==> config.mk <==
export PLATFORM = sky130hd
export DESIGN_NAME = menu_thermostat_light_controller_top
export DESIGN_NICKNAME = d
export VERILOG_FILES = /design/src/rtl/core/mtlc_pkg.sv /design/src/rtl/core/mtlc_front.sv /design/src/rtl/core/mtlc_queue.sv /design/src/rtl/core/mtlc_back.sv /design/src/rtl/core/menu_thermostat_light_controller_top.sv
export SDC_FILE = /design/constraint.sdc
export NUM_CORES = 1
export LEC_CHECK = 0
export BUFFER_PORTS_ARGS = -buffer_cell sky130_fd_sc_hd__buf_2
export CORE_AREA = 2 2 133 135
export CTS_CLUSTER_SIZE = 30
export DETAILED_ROUTE_END_ITERATION = 8
export DIE_AREA = 0 0 135 137
export PLACE_DENSITY = 0.69
export REMOVE_ABC_BUFFERS = 1
export SLEW_MARGIN = 10
export SYNTH_ARGS = -nofsm -noshare
export SYNTH_HDL_FRONTEND = slang
export SYNTH_SLANG_ARGS = --single-unit
==> constraint.sdc <==
create_clock -name clk -period 7 [get_ports clk]
set_clock_uncertainty 0.1 [all_clocks]
set_input_delay 0 -clock clk [delete_from_list [all_inputs] [get_ports clk]]
set_output_delay 0 -clock clk [all_outputs]
set_load 0.02 [all_outputs]
==> src/rtl/core/mtlc_pkg.sv <==
// Shared types and constants for the menu thermostat and light controller.
package mtlc_pkg;

	// Field widths
	localparam int LIGHT_BITS = 10;
	localparam int ACT_W      = 3;
	localparam int TEMP_W     = 12;
	localparam int TSP_W      = 8;
	localparam int LSP_W      = 16;
	localparam int DUTY_W     = 8;
	localparam int HYST_W     = 8;

	// Stream payload widths, padded to whole bytes
	localparam int IN_BITS    = TEMP_W + LIGHT_BITS;
	localparam int IN_DATA_W  = ((IN_BITS + 7) / 8) * 8;
	localparam int OUT_BITS   = 1 + 1 + TSP_W + LSP_W + DUTY_W + 1 + 1 + 1;
	localparam int OUT_DATA_W = ((OUT_BITS + 7) / 8) * 8;

	// Configuration port
	localparam int CFG_IDX_W  = 2;
	localparam int CFG_DATA_W = 8;
	localparam logic [CFG_IDX_W-1:0] REG_FAN_DUTY = 2'd0;
	localparam logic [CFG_IDX_W-1:0] REG_HYST     = 2'd1;

	// Event codes carried on s_tuser
	localparam logic [ACT_W-1:0] ACT_NEXT   = 3'd0;
	localparam logic [ACT_W-1:0] ACT_PREV   = 3'd1;
	localparam logic [ACT_W-1:0] ACT_SELECT = 3'd2;
	localparam logic [ACT_W-1:0] ACT_START  = 3'd3;
	localparam logic [ACT_W-1:0] ACT_STOP   = 3'd4;
	localparam logic [ACT_W-1:0] ACT_TEMP   = 3'd5;
	localparam logic [ACT_W-1:0] ACT_LIGHT  = 3'd6;

	// Reset values
	localparam logic [DUTY_W-1:0] FAN_DUTY_RESET = 8'd230;
	localparam logic [HYST_W-1:0] HYST_RESET     = 8'd10;
	localparam logic [TSP_W-1:0]  TEMP_SP_RESET  = 8'd50;
	localparam logic [LSP_W-1:0]  LIGHT_SP_RESET = 16'd100;

	// Command queue depth
	localparam int QUEUE_DEPTH = 2;
	localparam int QPTR_W      = (QUEUE_DEPTH > 1) ? $clog2(QUEUE_DEPTH) : 1;
	localparam int QCNT_W      = $clog2(QUEUE_DEPTH + 1);

	// Classified event, one flag per kind (all clear for an unused code)
	typedef struct packed {
		logic step_up;
		logic step_dn;
		logic sel;
		logic start;
		logic stop;
		logic temp;
		logic light;
	} kind_t;

	typedef struct packed {
		kind_t                    kind;
		logic signed [TEMP_W-1:0] temp;
		logic [LIGHT_BITS-1:0]    light;
	} cmd_t;

	typedef struct packed {
		logic              report_strobe;
		logic              reading_on;
		logic              lamp;
		logic [DUTY_W-1:0] fan_duty;
		logic [LSP_W-1:0]  light_target;
		logic [TSP_W-1:0]  temp_target;
		logic              submenu_active;
		logic              menu_number;
	} res_t;

endpackage

==> src/rtl/core/mtlc_front.sv <==
// Front end: accepts events from the input stream and classifies them.
module mtlc_front (
	input  logic                             s_tvalid,
	output logic                             s_tready,
	input  logic [mtlc_pkg::IN_DATA_W-1:0]   s_tdata,
	input  logic [mtlc_pkg::ACT_W-1:0]       s_tuser,
	input  logic                             q_ready,
	output logic                             q_push,
	output mtlc_pkg::cmd_t                   q_cmd
);
	import mtlc_pkg::*;

	assign s_tready = q_ready;
	assign q_push   = s_tvalid && q_ready;

	// Decode event code into kind flags, unpack sample fields
	always_comb begin
		q_cmd               = '0;
		q_cmd.temp          = s_tdata[TEMP_W-1:0];
		q_cmd.light         = s_tdata[TEMP_W +: LIGHT_BITS];
		case (s_tuser)
			ACT_NEXT:   q_cmd.kind.step_up = 1'b1;
			ACT_PREV:   q_cmd.kind.step_dn = 1'b1;
			ACT_SELECT: q_cmd.kind.sel     = 1'b1;
			ACT_START:  q_cmd.kind.start   = 1'b1;
			ACT_STOP:   q_cmd.kind.stop    = 1'b1;
			ACT_TEMP:   q_cmd.kind.temp    = 1'b1;
			ACT_LIGHT:  q_cmd.kind.light   = 1'b1;
			default:    q_cmd.kind         = '0;
		endcase
	end

endmodule

==> src/rtl/core/mtlc_queue.sv <==
// Short command queue between front and back end.
module mtlc_queue (
	input  logic           clk,
	input  logic           arst_n,
	input  logic           push,
	input  mtlc_pkg::cmd_t push_data,
	output logic           in_ready,
	input  logic           pop,
	output mtlc_pkg::cmd_t pop_data,
	output logic           out_valid
);
	import mtlc_pkg::*;

	cmd_t              entry_q [QUEUE_DEPTH];
	logic [QPTR_W-1:0] wr_ptr_q;
	logic [QPTR_W-1:0] rd_ptr_q;
	logic [QCNT_W-1:0] count_q;

	assign in_ready  = (count_q != QCNT_W'(QUEUE_DEPTH));
	assign out_valid = (count_q != '0);
	assign pop_data  = entry_q[rd_ptr_q];

	// Pointers and fill count
	always_ff @(posedge clk or negedge arst_n) begin
		if (!arst_n) begin
			wr_ptr_q <= '0;
			rd_ptr_q <= '0;
			count_q  <= '0;
		end else begin
			if (push)
				wr_ptr_q <= (wr_ptr_q == QPTR_W'(QUEUE_DEPTH - 1)) ? '0 : wr_ptr_q + 1'b1;
			if (pop)
				rd_ptr_q <= (rd_ptr_q == QPTR_W'(QUEUE_DEPTH - 1)) ? '0 : rd_ptr_q + 1'b1;
			if (push && !pop)
				count_q <= count_q + 1'b1;
			else if (pop && !push)
				count_q <= count_q - 1'b1;
		end
	end

	// Entry storage
	always_ff @(posedge clk) begin
		if (push)
			entry_q[wr_ptr_q] <= push_data;
	end

endmodule

==> src/rtl/core/mtlc_back.sv <==
// Back end: applies events to the controller state and registers the result.
module mtlc_back (
	input  logic                            clk,
	input  logic                            arst_n,
	input  logic                            cfg_valid,
	output logic                            cfg_ready,
	input  logic [mtlc_pkg::CFG_IDX_W-1:0]  cfg_index,
	input  logic [mtlc_pkg::CFG_DATA_W-1:0] cfg_data,
	input  logic                            q_valid,
	input  mtlc_pkg::cmd_t                  q_cmd,
	output logic                            q_pop,
	output logic                            m_tvalid,
	input  logic                            m_tready,
	output mtlc_pkg::res_t                  result
);
	import mtlc_pkg::*;

	localparam int SP10_W = TSP_W + 4;
	localparam int CMP_W  = SP10_W + 2;

	// Configuration registers
	logic [DUTY_W-1:0]     duty_q;
	logic [HYST_W-1:0]     hyst_q;
	// Controller state
	logic                  menu_q, sub_q, rd_q, fan_q, lamp_q;
	logic [TSP_W-1:0]      tsp_q;
	logic [LSP_W-1:0]      lsp_q;
	logic [LIGHT_BITS-1:0] level_q;
	// Output register
	logic                  out_valid_q;
	res_t                  res_q;

	logic                  menu_d, sub_d, rd_d, fan_d, lamp_d, strobe_d;
	logic [TSP_W-1:0]      tsp_d;
	logic [LSP_W-1:0]      lsp_d;
	logic [LIGHT_BITS-1:0] level_d;
	logic [SP10_W-1:0]     sp10;
	logic signed [CMP_W-1:0] sp_s, off_s, temp_s;

	assign cfg_ready = 1'b1;
	assign q_pop     = q_valid && (!out_valid_q || m_tready);
	assign m_tvalid  = out_valid_q;
	assign result    = res_q;

	// Setpoint in tenths and fan-off threshold
	always_comb begin
		sp10   = {1'b0, tsp_q, 3'b000} + {3'b000, tsp_q, 1'b0};
		sp_s   = signed'({2'b00, sp10});
		off_s  = sp_s - signed'({{(CMP_W - HYST_W){1'b0}}, hyst_q});
		temp_s = {{(CMP_W - TEMP_W){q_cmd.temp[TEMP_W-1]}}, q_cmd.temp};
	end

	// Next-state for one event
	always_comb begin
		menu_d   = menu_q;
		sub_d    = sub_q;
		rd_d     = rd_q;
		fan_d    = fan_q;
		tsp_d    = tsp_q;
		lsp_d    = lsp_q;
		level_d  = level_q;
		strobe_d = 1'b0;
		if (q_cmd.kind.step_up) begin
			if (sub_q) begin
				if (!menu_q)
					tsp_d = tsp_q + 1'b1;
				else
					lsp_d = lsp_q + 1'b1;
			end else if (!menu_q) begin
				menu_d = 1'b1;
			end
		end else if (q_cmd.kind.step_dn) begin
			if (sub_q) begin
				if (!menu_q)
					tsp_d = tsp_q - 1'b1;
				else
					lsp_d = lsp_q - 1'b1;
			end else if (menu_q) begin
				menu_d = 1'b0;
			end
		end else if (q_cmd.kind.sel) begin
			sub_d    = !sub_q;
			strobe_d = sub_q;
		end else if (q_cmd.kind.start) begin
			rd_d = 1'b1;
		end else if (q_cmd.kind.stop) begin
			rd_d  = 1'b0;
			fan_d = 1'b0;
		end else if (q_cmd.kind.temp) begin
			// bang-bang with hysteresis
			if (rd_q) begin
				if (!fan_q && (temp_s > sp_s))
					fan_d = 1'b1;
				else if (fan_q && (temp_s < off_s))
					fan_d = 1'b0;
			end
		end else if (q_cmd.kind.light) begin
			if (rd_q)
				level_d = q_cmd.light;
		end
		// lamp follows the level only while reading
		lamp_d = lamp_q;
		if (rd_d)
			lamp_d = ({{(LSP_W - LIGHT_BITS){1'b0}}, level_d} < lsp_d);
	end

	// Configuration writes
	always_ff @(posedge clk or negedge arst_n) begin
		if (!arst_n) begin
			duty_q <= FAN_DUTY_RESET;
			hyst_q <= HYST_RESET;
		end else if (cfg_valid && cfg_ready) begin
			case (cfg_index)
				REG_FAN_DUTY: duty_q <= cfg_data[DUTY_W-1:0];
				REG_HYST:     hyst_q <= cfg_data[HYST_W-1:0];
				default:      ;
			endcase
		end
	end

	// State update on each popped request
	always_ff @(posedge clk or negedge arst_n) begin
		if (!arst_n) begin
			menu_q  <= 1'b0;
			sub_q   <= 1'b0;
			rd_q    <= 1'b0;
			fan_q   <= 1'b0;
			lamp_q  <= 1'b0;
			tsp_q   <= TEMP_SP_RESET;
			lsp_q   <= LIGHT_SP_RESET;
			level_q <= '0;
		end else if (q_pop) begin
			menu_q  <= menu_d;
			sub_q   <= sub_d;
			rd_q    <= rd_d;
			fan_q   <= fan_d;
			lamp_q  <= lamp_d;
			tsp_q   <= tsp_d;
			lsp_q   <= lsp_d;
			level_q <= level_d;
		end
	end

	// Output register valid
	always_ff @(posedge clk or negedge arst_n) begin
		if (!arst_n)
			out_valid_q <= 1'b0;
		else if (q_pop)
			out_valid_q <= 1'b1;
		else if (m_tready)
			out_valid_q <= 1'b0;
	end

	// Output register payload
	always_ff @(posedge clk) begin
		if (q_pop) begin
			res_q.menu_number    <= menu_d;
			res_q.submenu_active <= sub_d;
			res_q.temp_target    <= tsp_d;
			res_q.light_target   <= lsp_d;
			res_q.fan_duty       <= fan_d ? duty_q : '0;
			res_q.lamp           <= lamp_d;
			res_q.reading_on     <= rd_d;
			res_q.report_strobe  <= strobe_d;
		end
	end

endmodule

==> src/rtl/core/menu_thermostat_light_controller_top.sv <==
// Top level of the menu thermostat and light controller.
//
//  Channel  Direction  Handshake            Payload
//  s_*      in         s_tvalid/s_tready    s_tuser event code, s_tdata samples
//  m_*      out        m_tvalid/m_tready    m_tdata state report, one per event
//  cfg_*    in         cfg_valid/cfg_ready  cfg_index, cfg_data
//
// One event per cycle sustained while m_tready is high; an accepted event's
// result passes through the command queue and then the output register
// before it is offered on m_tdata.
// arst_n clears controller state and configuration at once, not data registers.
// s_tready drops only when the queue holds two events, i.e. when m_tready is
// held low; cfg_ready is always high.
module menu_thermostat_light_controller_top (
	input  logic                            clk,
	input  logic                            arst_n,
	input  logic                            s_tvalid,
	output logic                            s_tready,
	// [11:0] temperature_tenths, [21:12] light_sample, rest zero
	input  logic [mtlc_pkg::IN_DATA_W-1:0]  s_tdata,
	// [2:0] action
	input  logic [mtlc_pkg::ACT_W-1:0]      s_tuser,
	output logic                            m_tvalid,
	input  logic                            m_tready,
	// [0] menu_number, [1] submenu_active, [9:2] temp_target,
	// [25:10] light_target, [33:26] fan_duty, [34] lamp, [35] reading_on,
	// [36] report_strobe, rest zero
	output logic [mtlc_pkg::OUT_DATA_W-1:0] m_tdata,
	input  logic                            cfg_valid,
	output logic                            cfg_ready,
	input  logic [mtlc_pkg::CFG_IDX_W-1:0]  cfg_index,
	input  logic [mtlc_pkg::CFG_DATA_W-1:0] cfg_data
);
	import mtlc_pkg::*;

	logic q_ready, q_push, q_valid, q_pop;
	cmd_t push_cmd, pop_cmd;
	res_t result;

	mtlc_front u_front (
		.s_tvalid (s_tvalid),
		.s_tready (s_tready),
		.s_tdata  (s_tdata),
		.s_tuser  (s_tuser),
		.q_ready  (q_ready),
		.q_push   (q_push),
		.q_cmd    (push_cmd)
	);

	mtlc_queue u_queue (
		.clk       (clk),
		.arst_n    (arst_n),
		.push      (q_push),
		.push_data (push_cmd),
		.in_ready  (q_ready),
		.pop       (q_pop),
		.pop_data  (pop_cmd),
		.out_valid (q_valid)
	);

	mtlc_back u_back (
		.clk       (clk),
		.arst_n    (arst_n),
		.cfg_valid (cfg_valid),
		.cfg_ready (cfg_ready),
		.cfg_index (cfg_index),
		.cfg_data  (cfg_data),
		.q_valid   (q_valid),
		.q_cmd     (pop_cmd),
		.q_pop     (q_pop),
		.m_tvalid  (m_tvalid),
		.m_tready  (m_tready),
		.result    (result)
	);

	// Pack result, menu_number (last struct field) lowest
	assign m_tdata = {{(OUT_DATA_W - OUT_BITS){1'b0}}, result};

endmodule

==> impl_metrics.csv <==
group,metric,value,unit
yosys,avgSynthCellArea,11.5,um^2
cells_and_area,num_antenna_cells,0,
yosys,synth-main-ff-cell,"edfxtp_1",
critical_path,worstPathRequired,7.05,ns
sta,fmax,0.179,GHz
floorplanning,core-area,17100,um^2
clocking,clk_pin_slew,0.06,ns
grt,grtUsageTotal,19.8,%
critical_path,path_cells,"ha_1 -> fa_1 -> a211oi_1 -> nor4b_1 -> or3_1 -> or2_1 -> a311oi_2 -> nand3_1 -> ha_1 -> and4_1 -> nor3b_1 -> a2111oi_0 -> and3_1 -> nor4b_1 -> a41oi_2 -> nor2b_1",
run,drv_cap,0,
power,clkPwrFrac,20.4,%
grt,grt_pass1_wl,28700,um
sta,slew_viol_final,0,
power,p_sw,2.01,mW
clocking,cts_setup_buffers,0,
floorplanning,die_h,137,um
yosys,ys_seq_area_share,52.0,%
grt,grt_start_max_net_pins,67,
hold_path,hold_path_class,"input pin to flip-flop",
sta,grt_setup_unrepaired,"no",
cells_and_area,mostFrequentLayoutCells,"edfxtp_1 (95), nand2_1 (84), buf_2 (78)",
drt,drt_wl_total,17200,um
grt,grt_pass1_vias,5781,
sta,timing.setup.tns,0,ns
drt,dr.pass1.iters,5,
critical_path,path_buf_inv,0,
cells_and_area,mostFrequentLayoutCell,"edfxtp_1",
grt,antenna_found_initial,0,
power,p_int,2.96,mW
clocking,cts_root_buffer,"clkbuf_16",
drt,postRouteAntennaNets,0,
yosys,synth_enable_flop_cells,95,
floorplanning,ioPinCount,85,
clocking,clockBufferDepth,2,
yosys,synth.distinct_cells,71,
yosys,async_flop_share,38.7,%
cells_and_area,drive_above_1_share,20.4,%
critical_path,crit_path_top_delay_cell,"dfrtp_1",
place,dp_slack,1.49,ns
sta,timing.final.crit_share,79.9,%
critical_path,arrival,5.65,ns
drt,via_per_inst,5.41,
drt,vias,5882,
power,ir_drop,283,uV
clocking,cts_tree,"built",
sta,tightest_slew,1.17,ns
drt,drc,0,
critical_path,startpoint_type,"flip-flop",
floorplanning,floorplan.initialDensity,49.3,%
sta,period_minus_slack,5.59,ns
cells_and_area,final_nets,942,
floorplanning,rows,48,
critical_path,cp_max_fo,10,
sta,hold_viol,0,
clocking,cts.sinks,155,
sta,slew_headroom,21.9,%
drt,wire_per_inst,15.8,um
floorplanning,die_w,135,um
yosys,synth_area,8400,um^2
place,hpwlAfterDp,12100,um
critical_path,r2r-start,"u_back.tsp_q[0]",
sta,setup_viol,0,
clocking,cts_made_buffers,17,
yosys,syn_inst,733,
critical_path,end_kind,"flip-flop",
clocking,clock_latency,0.43,ns
power,combPwrFrac,47.1,%
grt,grt-ovfl-total,0,
cells_and_area,syn_to_final_growth,19.6,%
floorplanning,die-area,18500,um^2
critical_path,cp_top_family,"simple AND/OR/NAND/NOR gates",
power,power_density,495,nW/um^2
hold_path,hold_start,"cfg_index[0]",
sta,worst_slack,1.41,ns
critical_path,crit_path_max_incr_delay,0.51,ns
place,gp_congestion,0.911,
yosys,ys_ff_latch,155,
drt,first_iter_violations,440,
clocking,h-tree-depth,4,
status,status,"finished, final reports clean",
place,numPortBuffers,78,
power,power_leakage,4.21,nW
yosys,yosysWarnings,0,
critical_path,crit_type,"flip-flop to flip-flop",
power,switching_share,40.4,%
critical_path,crit_start,"u_back.tsp_q[0]",
power,pwr-share-seq,32.5,%
==> synth_stat cells (20+ instances only) <==
cell type,instances,area [um^2]
edfxtp_1,95,2850
nand2_1,84,315
ha_1,48,601
dfrtp_1,47,1180
inv_1,40,150
xnor2_1,36,315
nor2_1,30,113
mux2_2,28,315
o21ai_0,27,135
a21oi_1,23,115
nor3_1,20,100
xor2_1,20,175
==> worst paths after layout <==
check / end / slack, ns / cells after the start
setup reg to reg: u_back.result[27] / 1.41 / 16
hold / removal: u_back.duty_q[6] / 0.01 / 3
hold reg to reg: u_back.level_q[1] / 0.38 / 2
max in group asynchronous: u_queue.rd_ptr_q / 6.06 / 3
setup / recovery: u_back.result[27] / 1.41 / 16
min in group asynchronous: u_back.m_tvalid / 0.18 / 3
==> tightest hold or removal path: cells and delay by family <==
kind                   cells  cell delay (ns)
AND/OR/NAND/NOR            1             0.15
buffers and inverters      1             0.09
multiplexers               1             0.27
==> layout make-up <==
cell class	instances	area, um^2
clock buffers	21	482
clock inverters	11	179
fillers	1476	7010
inverters	40	150
multi-input cells	512	3740
flip-flops and latches	155	4370
well taps	225	282
repair buffers	124	838
==> cell families after synthesis <==
| family | Yosys count | synth area share (%) |
|---|---|---|
| adder cells (fa/ha/maj) | 50 | 7.62 |
| multiplexers | 49 | 6.66 |
| XOR/XNOR | 56 | 5.84 |
| AO/OA/AOI/OAI | 118 | 9.50 |
| other | 2 | 0.0894 |
| buffers and inverters | 68 | 3.59 |
| flip-flops | 155 | 52.0 |
| AND/OR/NAND/NOR | 235 | 14.7 |
==> per-layer routing <==
metal / wire length (um) / share of wire [%] / track usage, % / vias up
li1: - / - / - / 2895
met1: 8260 / 48 / 27.0 / 2828
met2: 7910 / 46 / 31.6 / 134
met3: 740 / 4.3 / 3.41 / 25
met4: 329 / 1.9 / 8.10 / 0
met5: 0 / 0 / 0 / -
==> power by group through the flow <==
stage	logic (mW)	clock network (mW)	registers, mW
floorplan	1.61	0	1.70
global placement	2.24	0	1.61
detailed placement	2.30	0	1.63
CTS	2.35	1.04	1.61
global route	2.62	1.07	1.66
finish	2.34	1.02	1.61
==> timing repair <==
item,4_1_cts,5_1_grt
resized for setup,0,0
endpoints found under the setup margin,0,0
hold endpoints to repair,123,0
hold buffers,41,0
==> stage by stage <==
stage	total power, mW	std cells	util, %	hold slack, ns	area, um^2
2_1_floorplan	3.31	707	-	-0.396	8260
3_3_place_gp	3.85	1015	52.6	0.0874	8970
3_5_place_dp	3.93	1015	52.6	0.0914	8970
4_1_cts	5.00	1088	58.9	0.000203	10000
5_1_grt	5.35	1088	58.9	0.0178	10000
6_report	4.97	1088	58.9	0.0144	10000
==> state kept, by name (all words and copies together), names as in the netlist <==
| signal | count |
|---|---|
| u_queue.rd_ptr_q | 1 |
| u_back.lamp_q | 1 |
| u_queue.count_q | 2 |
| u_back.m_tvalid | 1 |
| u_back.sub_q | 1 |
| u_queue.entry_q | 58 |
| u_queue.wr_ptr_q | 1 |
| u_back.fan_q | 1 |
| u_back.tsp_q | 8 |
| u_back.rd_q | 1 |
| u_back.hyst_q | 8 |
| u_back.level_q | 10 |
| u_back.result | 37 |
| u_back.lsp_q | 16 |
| u_back.menu_q | 1 |
| u_back.duty_q | 8 |
(Power assumes the default switching activity.)
